**config.mk**
```make
export PLATFORM = sky130hd
export DESIGN_NAME = aapr_front
export DESIGN_NICKNAME = d
export VERILOG_FILES = /design/src/rtl/aapr_pkg.sv /design/src/rtl/aapr_front.sv
export SDC_FILE = /design/constraint.sdc
export NUM_CORES = 2
export LEC_CHECK = 0
export BUFFER_PORTS_ARGS = -buffer_cell sky130_fd_sc_hd__buf_2
export CORE_ASPECT_RATIO = 1.5
export CORE_MARGIN = 2
export CORE_UTILIZATION = 50
export DETAILED_ROUTE_END_ITERATION = 16
export PLACE_DENSITY_LB_ADDON = 0.12
export RECOVER_POWER = 100
export SYNTH_ARGS = -nofsm -noshare
export SYNTH_HDL_FRONTEND = slang
export SYNTH_SLANG_ARGS = --single-unit
```
**constraint.sdc**
```tcl
create_clock -name clk -period 40.3 [get_ports clk]
set_input_delay 2.015 -clock clk [delete_from_list [all_inputs] [get_ports clk]]
set_output_delay 2.015 -clock clk [all_outputs]
set_load 0.01 [all_outputs]
```
**src/rtl/aapr_pkg.sv**
```systemverilog
// Shared types and constants of the axis-angle point rotation block.
package aapr_pkg;

  localparam int CoordW = 32;
  localparam int DiffW  = 33;
  localparam int AxisW  = 18;
  localparam int AngW   = 16;
  localparam int TrigW  = 18;

  localparam logic [2:0] REG_ORIGIN_X = 3'd0;
  localparam logic [2:0] REG_ORIGIN_Y = 3'd1;
  localparam logic [2:0] REG_ORIGIN_Z = 3'd2;
  localparam logic [2:0] REG_AXIS_X   = 3'd3;
  localparam logic [2:0] REG_AXIS_Y   = 3'd4;
  localparam logic [2:0] REG_AXIS_Z   = 3'd5;

  localparam logic [16:0] SIN_A = 17'd102944;
  localparam logic [15:0] SIN_B = 16'd42048;
  localparam logic [12:0] SIN_C = 13'd4640;
  localparam logic [17:0] ONE_Q16 = 18'd65536;
  localparam logic [14:0] QUARTER = 15'd16384;

  localparam int FifoDepth = 4;
  localparam int FifoAw    = 2;

  // Cyclic neighbours for the cross product.
  localparam int NXT1 [3] = '{1, 2, 0};
  localparam int NXT2 [3] = '{2, 0, 1};

  typedef struct packed {
    logic signed [CoordW-1:0] org_x;
    logic signed [CoordW-1:0] org_y;
    logic signed [CoordW-1:0] org_z;
    logic signed [AxisW-1:0]  ax_x;
    logic signed [AxisW-1:0]  ax_y;
    logic signed [AxisW-1:0]  ax_z;
  } cfg_t;

  typedef struct packed {
    logic signed [DiffW-1:0] v_x;
    logic signed [DiffW-1:0] v_y;
    logic signed [DiffW-1:0] v_z;
    logic signed [TrigW-1:0] sn;
    logic signed [TrigW-1:0] cs;
  } item_t;

endpackage

```
**src/rtl/aapr_front.sv**
```systemverilog
// Front part: takes items, forms the offset vector and evaluates sine and cosine.
module aapr_front (
  input  logic                              clk,
  input  logic                              rst_n,
  input  logic                              in_tvalid,
  output logic                              in_tready,
  input  logic signed [aapr_pkg::CoordW-1:0] point_x,
  input  logic signed [aapr_pkg::CoordW-1:0] point_y,
  input  logic signed [aapr_pkg::CoordW-1:0] point_z,
  input  logic [aapr_pkg::AngW-1:0]         rotation_angle,
  input  aapr_pkg::cfg_t                    cfg,
  input  logic                              q_full,
  output logic                              push,
  output aapr_pkg::item_t                   push_item
);

  logic                  en;
  logic [4:0]            vld_r;
  logic [4:0]            vld_nxt;
  logic signed [32:0]    v_r [5][3];
  logic [14:0]           z_r [5][2];
  logic                  neg_r [5][2];
  logic [14:0]           z2_r [2];
  logic [14:0]           z2d_r [2];
  logic [15:0]           t1_r [2];
  logic [16:0]           t2_r [2];
  logic signed [17:0]    s_r [2];
  logic [15:0]           ang [2];
  logic [29:0]           pz [2];
  logic [27:0]           pc [2];
  logic [30:0]           pt [2];
  logic [31:0]           ps [2];
  logic [17:0]           mag [2];

  assign en        = !vld_r[4] || !q_full;
  assign in_tready = en;
  assign push      = vld_r[4] && !q_full;
  assign vld_nxt   = {vld_r[3:0], in_tvalid};

  always_comb begin
    ang[0] = rotation_angle;
    ang[1] = rotation_angle + 16'd16384;
    for (int i = 0; i < 2; i++) begin
      pz[i]  = 30'(z_r[0][i]) * 30'(z_r[0][i]);
      pc[i]  = 28'(z2_r[i]) * 28'(aapr_pkg::SIN_C);
      pt[i]  = 31'(z2d_r[i]) * 31'(t1_r[i]);
      ps[i]  = 32'(z_r[3][i]) * 32'(t2_r[i]);
      mag[i] = (ps[i][31:14] > aapr_pkg::ONE_Q16) ? aapr_pkg::ONE_Q16 : ps[i][31:14];
    end
  end

  always_ff @(posedge clk) begin
    if (!rst_n) begin
      vld_r <= '0;
    end else if (en) begin
      vld_r <= vld_nxt;
    end
  end

  always_ff @(posedge clk) begin
    if (en) begin
      v_r[0][0] <= 33'(point_x) - 33'(cfg.org_x);
      v_r[0][1] <= 33'(point_y) - 33'(cfg.org_y);
      v_r[0][2] <= 33'(point_z) - 33'(cfg.org_z);
      for (int i = 0; i < 2; i++) begin
        z_r[0][i]   <= ang[i][14] ? (aapr_pkg::QUARTER - {1'b0, ang[i][13:0]})
                                  : {1'b0, ang[i][13:0]};
        neg_r[0][i] <= ang[i][15];
        z2_r[i]     <= pz[i][28:14];
        z2d_r[i]    <= z2_r[i];
        t1_r[i]     <= aapr_pkg::SIN_B - {2'b00, pc[i][27:14]};
        t2_r[i]     <= aapr_pkg::SIN_A - pt[i][30:14];
        s_r[i]      <= neg_r[3][i] ? -$signed(mag[i]) : $signed(mag[i]);
      end
      for (int s = 1; s < 5; s++) begin
        v_r[s]   <= v_r[s-1];
        z_r[s]   <= z_r[s-1];
        neg_r[s] <= neg_r[s-1];
      end
    end
  end

  always_comb begin
    push_item.v_x = v_r[4][0];
    push_item.v_y = v_r[4][1];
    push_item.v_z = v_r[4][2];
    push_item.sn  = s_r[0];
    push_item.cs  = s_r[1];
  end

endmodule

```
# --- Yosys cells after proc, flatten, opt, wreduce, memory -nomap -nowiden ---
# Memory sizes are Yosys's and may differ from the RTL's.
# Index checks and enable logic that the tools add are counted.
# W data, S select, Z words.
word_totals:
  output_inout_bits: 137
  latch_bits: 0
  rom_bits: 0
  regBits: 5
  mem_bits_rw: 817
  word_cells: 43
  n_memories: 8
classes:
  reduce_logical: 4
  n_bitwise: 0
  n_addsub: 12
  mul: 8
  n_mux: 8
  n_lt_le_gt_ge: 2
  eq_ne: 0
  n_div: 0
  n_shift: 0
mem_list:
  columns: ["name", "words", "word_bits", "read_ports", "rd_ports_with_merged_regs", "write_ports", "line_no", "source"]
  rows:
  - ["v_r", 5, 99, 5, 0, 5, "aapr_front.sv:20", "logic signed [32:0] v_r [5][3];"]
  - ["z_r", 5, 30, 4, 0, 5, "aapr_front.sv:21", "logic [14:0] z_r [5][2];"]
  - ["s_r", 2, 18, 2, 0, 2, "aapr_front.sv:27", "logic signed [17:0] s_r [2];"]
  - ["t2_r", 2, 17, 2, 0, 2, "aapr_front.sv:26", "logic [16:0] t2_r [2];"]
  - ["t1_r", 2, 16, 2, 0, 2, "aapr_front.sv:25", "logic [15:0] t1_r [2];"]
  - ["z2_r", 2, 15, 2, 0, 2, "aapr_front.sv:23", "logic [14:0] z2_r [2];"]
  - ["2 more memories", null, null, null, null, null, null, null]
op_table:
  columns: ["cell", "count"]
  rows:
  - ["$sub A32 B32 Y33", 3]
  - ["$mux W18", 4]
  - ["$mul A15 B17 Y32", 2]
  - ["$mul A15 B16 Y31", 2]
  - ["$mul A15 B15 Y29", 2]
  - ["$mul A15 B8 Y23 const B", 2]
  - ["$gt A18 B17 Y1 const B", 2]
  - ["$neg A18 Y18", 2]
  - ["$sub A17 B17 Y17 const A", 2]
  - ["$sub A16 B14 Y16 const A", 2]
  - ["$mux W15", 2]
  - ["$sub A15 B14 Y15 const A", 2]
  - ["$add A16 B15 Y16 const B", 1]
  - ["$logic_not A1 Y1", 2]
  - ["$mux W1", 2]
  - ["$logic_and A1 B1 Y1", 1]
  - ["$logic_or A1 B1 Y1", 1]

# --- Longest topological paths before layout ---
# An unclocked memory read counts as a cell.
logic_depth:
  ltp_word: 6
  ltp_mapped: 34

# --- Least setup slack after synthesis ---
# No wires, ideal clock.
synth_timing:
  path_kind: "input-to-output"
  start: "input q_full"
  end: "output in_tready"
  cell_stages: 1
  n_path_buf: 0
  t_arrival_ps: 18430
  path_slack_ps: 19855
  cell_sequence: "nand2_1"
synth_between:
  elab_chain_len: 2
synth_rtl:
  columns: ["element", "line_no", "source"]
  rows:
  - ["start, declared", "aapr_front.sv:12", "input logic q_full,"]
  - ["$logic_not A1 Y1", "aapr_front.sv:35", "assign en = !vld_r[4] || !q_full;"]
  - ["$logic_or A1 B1 Y1", "aapr_front.sv:35", null]
  - ["end, declared", "aapr_front.sv:6", "output logic in_tready,"]
# Every way passes these cells.

==> out/metrics.csv <==
metric,value,unit
ys_seq_area_share,30.5,%
area.growth.synth_to_final,6.81,%
synth_warnings,0,
ys.flop_type,edfxtp_1,
cts_tree,built,
netlist.area_leader.share,30.4,%
syn_area,0.0772,mm²
busiest_layer,met2,
hold_class,register to register,
skew,43.4,ps
grt_pass1_wl,272000,µm
worstMarginPinSlew,8050,ps
holdPathEnd,v_r[0][258],
post-route-worst-setup-slack,23760,ps
min_from,v_r[0][159],
cp-end-kind,register,
num-fill-cells,13747,
port_buffers,348,
rsz0062_at_grt,false,
max_freq,0.0605,GHz
met2_usage,40.4,%
critical_path.cell_chain,clkbuf_1 > nand2_1 > clkbuf_1 > clkbuf_1 > clkbuf_1 > clkbuf_1,
finalHoldViolCount,0,
violations,"max-capacitance violations, max-slew violations",
drive_gt1_share,5.14,%
drcViolationCount,0,
r2r_cells,5,
grt_pass1_vias,53224,
relSlewSlack,-437,%
clock-sinks,786,
htree_levels,3,
drt_iter0_drc,2410,
rows,176,
syn_inst,7127,
ys_seq_elements,786,
hold_buffers,0,
final_nets,9311,
cts_buffer_depth,3,
crit_family,buffers and inverters,
critPathRequiredTime,40510,ps
dieArea,0.158,mm²
grt_usage,21.6,%
routed_wl,166000,µm
yosysTopAreaCell,edfxtp_1,
synth.distinct_cells,105,
period_needed,16540,ps
cts-resized-gates,0,
path_clk_slew,60,ps
register_area,0.0236,mm²
yosysMostFrequentCell,inv_1,
drt_pass1_iterations,7,
rr_endpoint,s_r[0][23],
holdWs,403,ps
outcome,finished with violations,
synth_area_per_cell,10.8,µm²
async_flop_share,0,%
core_area,0.153,mm²
crit_buf_inv,5,
gr-total-overflow,0,
maxSlewViolCount,805,
root_buffer,clkbuf_16,
die_w,325,µm
synth-edff-count,781,
fp.dieH,485,µm
antenna_found_initial,14,
finalCritPeriodShare,41.0,%
hold_depth,0,
drtAntennaViolNets,0,
netlist_top_cells_count,"inv_1 (1,317), fa_1 (1,033), edfxtp_1 (781), ha_1 (745), nand2_1 (739)",
start_util,50.4,%
cts_buffers,81,
setup_viol,0,
worstPathMaxFanout,150,
max_stage_delay,5340,ps
synthesis.nets,9171,
hpwlAfterDp,132000,µm
cts_setup_buffers,0,
multi_input_comb_area,0.0471,mm²
vias_per_cell,5.26,
clkLatencyLatePin,710,ps
dpl_worst_slack,31150,ps
slowest_stage,clkbuf_1,
reg2reg_slack,24870,ps
wl_per_cell,17.7,µm
use_met1,25.0,%
cp-start-kind,input port,
met3_usage,3.61,%
cap_violations,10,
arrival,16750,ps
ios,403,
critical_path_class,input port to register,
synthTopCellsByArea,"edfxtp_1 (30%), fa_1 (27%), ha_1 (12%)",
crit_top_cell,clkbuf_1,
via_count,49365,
gp_congestion,0.878,
finalSetupTns,0,ps
reg2reg_from,vld_r[4],
grt_max_degree,159,
[per-stage QoR]
step           std cells  util, %  cell area [µm²]
6_report            9383     53.8            82500
5_1_grt             9382     53.8            82500
4_1_cts             9381     54.0            82800
3_5_place_dp        9231     52.3            80100
3_3_place_gp        9231     52.3            80100
2_1_floorplan       7127        -            77200
[area by class of cell]
class	instances	share of cell area (%)
diodes	2	0.00607
flip-flops and latches	786	28.6
multi-input cells	4720	57.1
clock buffers	96	2.53
inverters	1318	6.00
clock inverters	54	0.780
well taps	2047	3.11
repair buffers	360	1.96
[cell families (layout without fill, tap and decap cells)]
group                      after synthesis  after routing  synth area share, %
AOI/OAI and AO/OA                      740            740                 6.50
xor gates and xnor gates               283            283                 3.21
adders and majority gates             1778           1778                 38.9
buffers and inverters                 1621           1828                 8.39
DFF                                    786            786                 30.5
muxes                                   21             21                0.282
other                                    0              2                    0
and+or+nand+nor                       1898           1898                 12.3
[sequential cells by signal (all words and copies together) (netlist names)]
register and count:
s_r 36, t2_r 34, v_r 495, t1_r 32, z_r 116, neg_r 8, z2d_r 30, vld_r 5
z2_r 30
[worst max-delay path by stage]
stage | start | end | slack [ps] | cells after the start
final | q_full | s_r[0][23] | 23760 | 6
after global routing | q_full | s_r[0][23] | 21880 | 6
after CTS | z_r[0][96] | s_r[0][30] | 31140 | 27
after detailed placement | z_r[0][96] | s_r[0][30] | 31150 | 27
after global placement | z_r[0][96] | s_r[0][30] | 31230 | 27
after floorplan | q_full | in_tready | 19860 | 1
[placed cells by master (no fill, tap or decap), types with 21 or more instances in the layout]
cell type  Yosys  layout
clkbuf_16      0      81
o21a_1        59      59
a21o_1        82      83
inv_1       1317    1317
xor2_1        90      90
and2_1       605     592
clkbuf_1     187     169
o21ai_0      130     137
buf_2          5     204
fa_1        1033    1033
a31oi_1       38      38
nand3_1       45      45
or3_1         24      24
nand4_1       24      25
nand2b_1      46      46
a21oi_1      186     188
ha_1         745     745
nor2b_1       39      39
edfxtp_1     781     781
o211ai_1      20      21
a211oi_1      28      28
xnor2_1      193     193
nor3_1        57      58
nand2_1      739     739
nor2_1       218     218
[per-layer routing]
metal / vias up / part of all wire, %
li1: 23131 / -
met1: 24857 / 38
met2: 1043 / 54
met3: 326 / 4.9
met4: 8 / 3.1
met5: - / 0.032
Power is not shown: default switching activity piles up to over one toggle a cycle in this logic, so the estimate is an artifact.
