## config.mk

```make
export PLATFORM = sky130hd
export DESIGN_NAME = aapr_fifo
export DESIGN_NICKNAME = d
export VERILOG_FILES = /design/src/rtl/aapr_pkg.sv /design/src/rtl/aapr_fifo.sv
export SDC_FILE = /design/constraint.sdc
export NUM_CORES = 1
export LEC_CHECK = 0
export ABC_AREA = 0
export CAP_MARGIN = 20
export CORE_MARGIN = 2
export CORE_UTILIZATION = 44
export DETAILED_ROUTE_END_ITERATION = 8
export DONT_BUFFER_PORTS = 1
export GPL_TIMING_DRIVEN = 1
export PLACE_DENSITY = 0.59
export SETUP_SLACK_MARGIN = 0.02
export SYNTH_ARGS = -nofsm -noshare
export SYNTH_HDL_FRONTEND = slang
export SYNTH_SLANG_ARGS = --single-unit
```

## constraint.sdc

```tcl
create_clock -name clk -period 6.55 [get_ports clk]
set_clock_uncertainty 0.05 [all_clocks]
set_input_delay 1.31 -clock clk [delete_from_list [all_inputs] [get_ports clk]]
set_output_delay 1.31 -clock clk [all_outputs]
set_load 0.02 [all_outputs]
```

## src/rtl/aapr_pkg.sv

```systemverilog
// Shared types and constants of the axis-angle point rotation block.
package aapr_pkg;

  localparam int CoordW = 32;
  localparam int DiffW  = 33;
  localparam int AxisW  = 18;
  localparam int AngW   = 16;
  localparam int TrigW  = 18;

  localparam logic [2:0] REG_ORIGIN_X = 3'd0;
  localparam logic [2:0] REG_ORIGIN_Y = 3'd1;
  localparam logic [2:0] REG_ORIGIN_Z = 3'd2;
  localparam logic [2:0] REG_AXIS_X   = 3'd3;
  localparam logic [2:0] REG_AXIS_Y   = 3'd4;
  localparam logic [2:0] REG_AXIS_Z   = 3'd5;

  localparam logic [16:0] SIN_A = 17'd102944;
  localparam logic [15:0] SIN_B = 16'd42048;
  localparam logic [12:0] SIN_C = 13'd4640;
  localparam logic [17:0] ONE_Q16 = 18'd65536;
  localparam logic [14:0] QUARTER = 15'd16384;

  localparam int FifoDepth = 4;
  localparam int FifoAw    = 2;

  // Cyclic neighbours for the cross product.
  localparam int NXT1 [3] = '{1, 2, 0};
  localparam int NXT2 [3] = '{2, 0, 1};

  typedef struct packed {
    logic signed [CoordW-1:0] org_x;
    logic signed [CoordW-1:0] org_y;
    logic signed [CoordW-1:0] org_z;
    logic signed [AxisW-1:0]  ax_x;
    logic signed [AxisW-1:0]  ax_y;
    logic signed [AxisW-1:0]  ax_z;
  } cfg_t;

  typedef struct packed {
    logic signed [DiffW-1:0] v_x;
    logic signed [DiffW-1:0] v_y;
    logic signed [DiffW-1:0] v_z;
    logic signed [TrigW-1:0] sn;
    logic signed [TrigW-1:0] cs;
  } item_t;

endpackage

```

## src/rtl/aapr_fifo.sv

```systemverilog
// Short queue that parts the front and back pipelines.
module aapr_fifo (
  input  logic            clk,
  input  logic            rst_n,
  input  logic            push,
  input  aapr_pkg::item_t push_item,
  input  logic            pop,
  output aapr_pkg::item_t pop_item,
  output logic            full,
  output logic            empty
);

  aapr_pkg::item_t              mem [aapr_pkg::FifoDepth];
  logic [aapr_pkg::FifoAw-1:0]  wp_r;
  logic [aapr_pkg::FifoAw-1:0]  rp_r;
  logic [aapr_pkg::FifoAw:0]    cnt_r;
  logic [aapr_pkg::FifoAw:0]    cnt_nxt;

  assign full     = cnt_r == (aapr_pkg::FifoAw+1)'(aapr_pkg::FifoDepth);
  assign empty    = cnt_r == '0;
  assign pop_item = mem[rp_r];
  assign cnt_nxt  = cnt_r + (aapr_pkg::FifoAw+1)'(push) - (aapr_pkg::FifoAw+1)'(pop);

  always_ff @(posedge clk) begin
    if (push) begin
      mem[wp_r] <= push_item;
    end
  end

  always_ff @(posedge clk) begin
    if (!rst_n) begin
      wp_r  <= '0;
      rp_r  <= '0;
      cnt_r <= '0;
    end else begin
      if (push) wp_r <= wp_r + 1'b1;
      if (pop)  rp_r <= rp_r + 1'b1;
      cnt_r <= cnt_nxt;
    end
  end

`ifndef ASSERT_OFF
  a_no_overflow: assert property (@(posedge clk) disable iff (!rst_n)
    !(push && full)) else $error("queue written while full");
  a_no_underflow: assert property (@(posedge clk) disable iff (!rst_n)
    !(pop && empty)) else $error("queue read while empty");
  a_count_ptrs: assert property (@(posedge clk) disable iff (!rst_n)
    (wp_r - rp_r) == cnt_r[aapr_pkg::FifoAw-1:0]) else $error("queue count mismatch");
`endif

endmodule

```

Word level (Yosys, flattened, before mapping)
Memories as Yosys holds them, arrays and structs flattened. A register that Yosys moved wholly into a read port is not among the register bits. Index checks and enable logic that the tools add are counted.

Input port bits: 139. Bits in writable memories: 540. Output and inout bits: 137. Word-level logic and storage cells: 14. Memories: 1. Flip-flop bits (word level): 7.

Memories: mem (depth 4, width 135, rd ports 1, clocked after memory_dff 1, wr ports 1, RTL line aapr_fifo.sv:13) `aapr_pkg::item_t mem [aapr_pkg::FifoDepth];`.

Equal/unequal tests: 1. Reductions and logical operators: 1. Muxes and demuxes: 4. Add/sub/neg operators: 4.

Operator list (count): $add 2x1->2 const B (2); $mux 2 (2); $add 3x1->3 (1); $eq 3x3->1 const B (1); $logic_not 3->1 (1); $sub 3x1->3 (1); $mux 1 (2).

Logic depth before layout (Yosys ltp)
Gate-level depths: netlist of the first run.

Word-level depth: 3. Gate-level depth with buffers: 7. Depth with buffers taken out: 7.

Least setup slack after synthesis of the first run
OpenSTA, ideal clock, no wires.

Kind: input port to flip-flop. Start point: in push. End point: mem mem[0][0] in the netlist's numbering (enable). Data required time: 5.990 ns. Cell stages on the path: 1. Data arrival time: 4.399 ns. Library setup time: 0.510 ns. Path buffers: 0. Slack: 1.591 ns. Cells stage by stage: and2_1.

Cells in the longest elaborated chain, start to end: 2.

RTL lines: from (decl) (RTL line aapr_fifo.sv:5) `input logic push,`; $mux 1 (RTL line aapr_fifo.sv:25) `if (push) begin`; $mux 1 (not written as such) (RTL line aapr_fifo.sv:26) `mem[wp_r] <= push_item;`; to (decl) (RTL line aapr_fifo.sv:13).

No other way between the ends.

==> reports/metrics.yaml, run 1 <==
hold_start: "rp_r[0]"
dp_hpwl_um: 21500
holdBufCountCts: 0
m1WireLength_um: 13700
synthCells: 748
cts_tree: "yes"
postSynthAreaPerCell_um2: 26.6
setup_ws_ps: 2530
cp_slowest_cell: "buf_4"
slowest_delay_ps: 710
synthesis.area_um2: 19900
drv_slew: 0
rsz0062_at_grt: "no"
r2r-end: "mem[0][49]"
htreeDepth: 2
fin_crit_sh_pct: 61.4
routed-wl-met2_um: 17500
die_area_um2: 46900
setup_violations: 0
path_cells: "buf_4 > mux4_2"
track_usage_pct: 15.4
drt_wl_total_um: 36200
wl_per_cell_um: 25.5
fin_area_um2: 22500
gr-total-overflow: 0
final_common_cell: "edfxtp_1"
place_congestion: 0.711
r2r_setup_slack_ps: 3940
pre_cts_slack_ps: 3100
dp.cells: 1320
worstReg2RegStart: "wp_r[0]"
die_h_um: 217
core_area_um2: 44400
ant_nets: 0
final_cells: 1419
clock_latency_ps: 580
dr.pass1.iters: 6
grt_pass1_vias: 8327
via_per_inst: 5.52
vias: 7832
hold_ws_ps: 488
layout-drive-gt1-share_pct: 28.9
clockRootBuffer: "clkbuf_16"
detailed_place.area_um2: 20600
cts_sinks: 549
fillers: 3391
io_buffers: 0
total_leakage_power_nw: 6.90
cts_setup_buffers: 0
crit_required_ps: 5190
status: "complete, no violations"
final_util_pct: 50.6
cpLargestDelayFamily: "buffers and inverters"
rows: 77
top_layer: "met4"
wl_met3_um: 4130
async_flop_share_pct: 0
synth_edf_count: 540
synth_warnings: 0
ys_seq_area_share_pct: 82.4
end_kind: "primary output"
syn_nets: 894
period_needed_ps: 4020
clockBufferDepth: 3
nNetsFinal: 930
start_util_pct: 44.8
hold_depth: 2
clk_pin_slew_ps: 60
final_cell_mix: "540 x edfxtp_1, 135 x mux4_2, 55 x clkbuf_16"
clock.fmax_ghz: 0.248
cp-start-kind: "flop"
cp.buffers_inverters: 1
ys.flop_type: "edfxtp_1"
ioPinCount: 276
syn_to_final_growth_pct: 12.9
synthDistinctLibCells: 21
finalPower_mw: 7.95
crit_fanout: 56
hold_class: "reg -> reg"
cts_made_buffers: 54
remaining_drc_errors: 0
cts_resized: 0
pwr_density_cell_nw_per_um2: 354
antenna_found_initial: 0
grt_pass1_wl_um: 53400
insertedDiodeCount: 0
finalSetupTns_ps: 0
arrival_ps: 2660
final_hold_viol_count: 0
ys_ff_latch: 549
criticalPathCategory: "reg -> out"
tightest_slew_ps: 1120
max_slew_margin_pct: 25.4
worst-path-stages: 2
die_w_um: 217
r2r_cells: 4
maxCapViolations: 0
grt_max_degree: 136
drt_iter0_drc: 589
vdd_drop_max_v: 0.000252
## cell type report
type | instances | area [um2] | share of cell area [%]
well taps | 592 | 741 | 3.30
repair buffers | 10 | 113 | 0.501
multi-input cells | 162 | 3290 | 14.6
flip-flops and latches | 549 | 16400 | 73.0
clock buffers | 61 | 1400 | 6.23
clock inverters | 38 | 488 | 2.17
inverters | 7 | 26.3 | 0.117
## synthesized netlist by cell type, types with 2 or more instances
library cell	number	area (um2)
ha_1	6	75.1
buf_2	15	75.1
inv_1	7	26.3
mux4_2	135	3040
clkbuf_1	6	22.5
and2_1	6	37.5
nor2_1	5	18.8
dfxtp_1	9	180
xnor2_1	2	17.5
buf_6	7	78.8
edfxtp_1	540	16200
## tightest hold or removal path: stages (launching register included)
cell and delay, ps:
dfxtp_1 330, nand3b_1 90, a21oi_1 70
## state kept, by name, summed over array words and instances, names as in the netlist, named ones only
| name | count |
|---|---|
| rp_r | 2 |
| cnt_r | 3 |
| mem | 540 |
| wp_r | 2 |
## metal layers
metal	GRT usage, %	vias up
met4	4.82	0
li1	-	3310
met5	0	-
met2	24.6	278
met3	7.42	67
met1	18.6	4177
## worst max path at each step
stage               start      endpoint  slack [ps]
floorplan            push     mem[0][0]        1590
global placement     flop  pop_item[76]        3120
detailed placement   flop  pop_item[76]        3100
CTS                  flop  pop_item[76]        2450
global route         flop  pop_item[49]        2330
finish               flop  pop_item[76]        2530
## cell families (layout without fill, tap and decap cells)
| logic type | Yosys count | after routing | share of synthesized area (%) |
|---|---|---|---|
| XOR/XNOR | 3 | 3 | 0.208 |
| buffers and inverters | 37 | 116 | 1.08 |
| flip-flops | 549 | 549 | 82.4 |
| AND/OR/NAND/NOR | 14 | 14 | 0.378 |
| AO/OA/AOI/OAI | 2 | 2 | 0.0755 |
| adder cells (fa/ha/maj) | 7 | 7 | 0.478 |
| multiplexers | 136 | 136 | 15.3 |
## power breakdown
| group | internal (mW) | total [mW] | switching [mW] | leakage, nW |
|---|---|---|---|---|
| Combinational | 0.218 | 0.628 | 0.410 | 0.944 |
| Sequential | 4.04 | 4.09 | 0.0493 | 5.04 |
| Clock | 1.97 | 3.23 | 1.26 | 0.922 |
Power figures use the tool's default switching activity.
==> run 2: changes to the inputs <==
--- a/config.mk
+++ b/config.mk
@@ -5,7 +5,7 @@
 export SDC_FILE = /design/constraint.sdc
 export NUM_CORES = 1
 export LEC_CHECK = 0
-export ABC_AREA = 0
+export ABC_AREA = 1
 export CAP_MARGIN = 20
 export CORE_MARGIN = 2
 export CORE_UTILIZATION = 44
==> constraint.sdc (replaced) <==
create_clock -name clk -period 4.2 [get_ports clk]
set_clock_uncertainty 0.05 [all_clocks]
set_input_delay 0.84 -clock clk [delete_from_list [all_inputs] [get_ports clk]]
set_output_delay 0.84 -clock clk [all_outputs]
set_load 0.02 [all_outputs]
==> run 2 against run 1 <==
Compared with the run above:
- sequential share of layout area is 4.8 points lower
- worst setup slack worse by 1600 ps
- synthesized cell count is 120% higher
- area after synthesis is 8.8% higher
- register-to-register slack worse by 1800 ps
- sequential power is 55% higher
- utilization is 1.2 points lower
- die area is 8.6% higher
- critical path depth is 2 higher
- cell count is 65% higher
- critical path type unchanged
- largest power group unchanged
==> reports/metrics.yaml, run 2 <==
status: "complete, no violations"
largest_register_ffs: 540  # unchanged
detailed_place.area_um2: 22300  # +8.5%
synth_warnings: 0  # unchanged
max_slew_margin_pct: 39.4  # +14 points
ys.flop_type: "edfxtp_1"
rsz0062_at_grt: "no"
final_common_cell: "edfxtp_1"
insertedDiodeCount: 0  # unchanged
tightest_slew_ps: 909  # -209 ps
period_needed_ps: 3300
grt_pass1_vias: 11100  # +33%
nNetsFinal: 1776  # +91%
syn_nets: 1777  # +99%
final_hold_viol_count: 0  # unchanged
die_w_um: 226  # +4.2%
cp_slowest_cell: "dfxtp_4"
grt_pass1_wl_um: 62500  # +17%
clock.fmax_ghz: 0.303
cts_setup_buffers: 0  # unchanged
cts_made_buffers: 55  # +1.9%
final_cells: 2338  # +65%
cp-start-kind: "flop"
htreeDepth: 2  # unchanged
gr-total-overflow: 0  # unchanged
layout-drive-gt1-share_pct: 6.75  # -22 points
clock_latency_ps: 580  # about the same
fin_area_um2: 24000  # +7.1%
finalSetupTns_ps: 0  # unchanged
slowest_delay_ps: 930  # +220 ps
synthesis.area_um2: 21600  # +8.8%
synth.largest_area_cell: "edfxtp_1"
synthCells: 1631  # +120%
die_area_um2: 50900  # +8.6%
crit_fanout: 85  # +52%
drt_iter0_drc: 677  # +15%
fin_crit_sh_pct: 78.5
postSynthAreaPerCell_um2: 13.3  # -50%
path_cells: "buf_12 > nand2_1 > o211ai_1 > nand2_1"
holdBufCountCts: 0  # unchanged
remaining_drc_errors: 0  # unchanged
ys_seq_area_share_pct: 75.8  # -6.6 points
synth.top_cells.by_count: "540 x edfxtp_1, 286 x inv_1, 280 x nand2_1"
io_buffers: 0  # unchanged
drt_wl_total_um: 41100  # +13%
core_area_um2: 48700  # +9.8%
place_congestion: 0.709  # -0.18%
largest_register: "mem"
drv_slew: 0  # unchanged
hold_class: "in -> reg"
ioPinCount: 276  # unchanged
synthDistinctLibCells: 18  # -14%
dp.cells: 2237  # +69%
synth_top_area_share_pct: 75.0  # -6.6 points
top_regs: "mem (540), cnt_r (3)"
via_per_inst: 4.93  # -11%
synth_edf_count: 540  # unchanged
cts_sinks: 549  # unchanged
wl_per_cell_um: 17.6  # -31%
die_h_um: 226  # +4.2%
cts_resized: 0  # unchanged
rows: 81  # +5.2%
end_kind: "primary output"
vdd_drop_max_v: 0.000316  # +25%
clockBufferDepth: 3  # unchanged
cts_tree: "yes"
grt_max_degree: 86  # -37%
dr.pass1.iters: 5  # -1
final_cell_mix: "540 x edfxtp_1, 282 x inv_1, 280 x nand2_1"
crit_required_ps: 3310  # -1880 ps
synth.area.top_cells: "edfxtp_1 75%, inv_1 5.0%, nand2_1 4.9%"
vias: 11500  # +47%
total_leakage_power_nw: 8.78  # +27%
track_usage_pct: 16.0  # +0.61 points
r2r_setup_slack_ps: 2100  # -1840 ps
clockRootBuffer: "clkbuf_16"
async_flop_share_pct: 0  # unchanged
cpMostUsedCell: "nand2_1"
start_util_pct: 44.4  # -0.40 points
antenna_found_initial: 0  # unchanged
maxCapViolations: 0  # unchanged
setup_violations: 0  # unchanged
fillers: 4083  # +20%
arrival_ps: 2410  # -250 ps
criticalPathCategory: "reg -> out"
ant_nets: 0  # unchanged
ys_ff_latch: 549  # unchanged
clk_pin_slew_ps: 70  # about the same
dp_hpwl_um: 24500  # +14%
syn_to_final_growth_pct: 11.2
pwr_density_cell_nw_per_um2: 499  # +41%
yosysMostFrequentCell: "edfxtp_1"
finalPower_mw: 12.0  # +51%
==> run 2: cell types whose count changed in the layout (fill, tap and decap cells not counted), sizes merged, moves of 6 or more <==
cell | previous run | this run
and2 | 6 | 0
a21oi | 1 | 141
o211ai | 0 | 135
o21ai | 0 | 139
inv | 11 | 288
nand2 | 0 | 280
buf | 10 | 32
clkbuf | 61 | 75
bufinv | 11 | 3
mux4 | 135 | 0
==> run 2: kinds of logic after synthesis <==
group | count (synthesis) | share of synthesized area [%]
flip-flops | 549 | 75.8
AO/OA/AOI/OAI | 415 | 11.2
buffers and inverters | 376 | 7.66
AND/OR/NAND/NOR | 284 | 4.94
adder cells (fa/ha/maj) | 7 | 0.440
==> run 2: stage by stage <==
step	utilization, %	setup WS [ps]	hold WS [ps]
after floorplan	-	189	386
after global placement	45.8	1540	393
after global routing	49.3	731	255
final	49.3	902	291
after CTS	49.3	835	246
after detailed placement	45.8	1480	400
==> run 2: layout make-up <==
class	count	area, um2	area share, %
sequential	549	16400	68.2
multi-input combinational	706	3580	14.9
clock buffer	75	1540	6.38
inverter	286	1090	4.55
tap	664	831	3.46
timing repair buffer	32	403	1.68
clock inverter	26	201	0.838
==> run 2: critical path: cells and delay by family, from the launching register on <==
kind	cells	cell delay, ps
DFF	1	930
buffers and inverters	1	390
and+or+nand+nor	2	310
AOI/OAI and AO/OA	1	100
==> run 2: final timing paths <==
path | start | depth (start not counted) | end
setup / recovery | flop | 4 | pop_item[56]
hold / removal | push_item[4] | 0 | mem[1][4]
setup reg to reg | wp_r[0] | 5 | mem[2][66]
hold reg to reg | rp_r[1] | 2 | flop
==> run 2: power breakdown <==
group | internal [mW] | switching, mW
Sequential | 6.27 | 0.0772
Clock | 2.73 | 1.94
Combinational | 0.218 | 0.762
Total | 9.22 | 2.78
==> run 2: per-layer routing <==
metal / wire, um / GRT usage (%)
met5: 0 / 0
met4: 807 / 4.38
met3: 3630 / 6.69
met2: 19800 / 27.0
met1: 16800 / 18.8
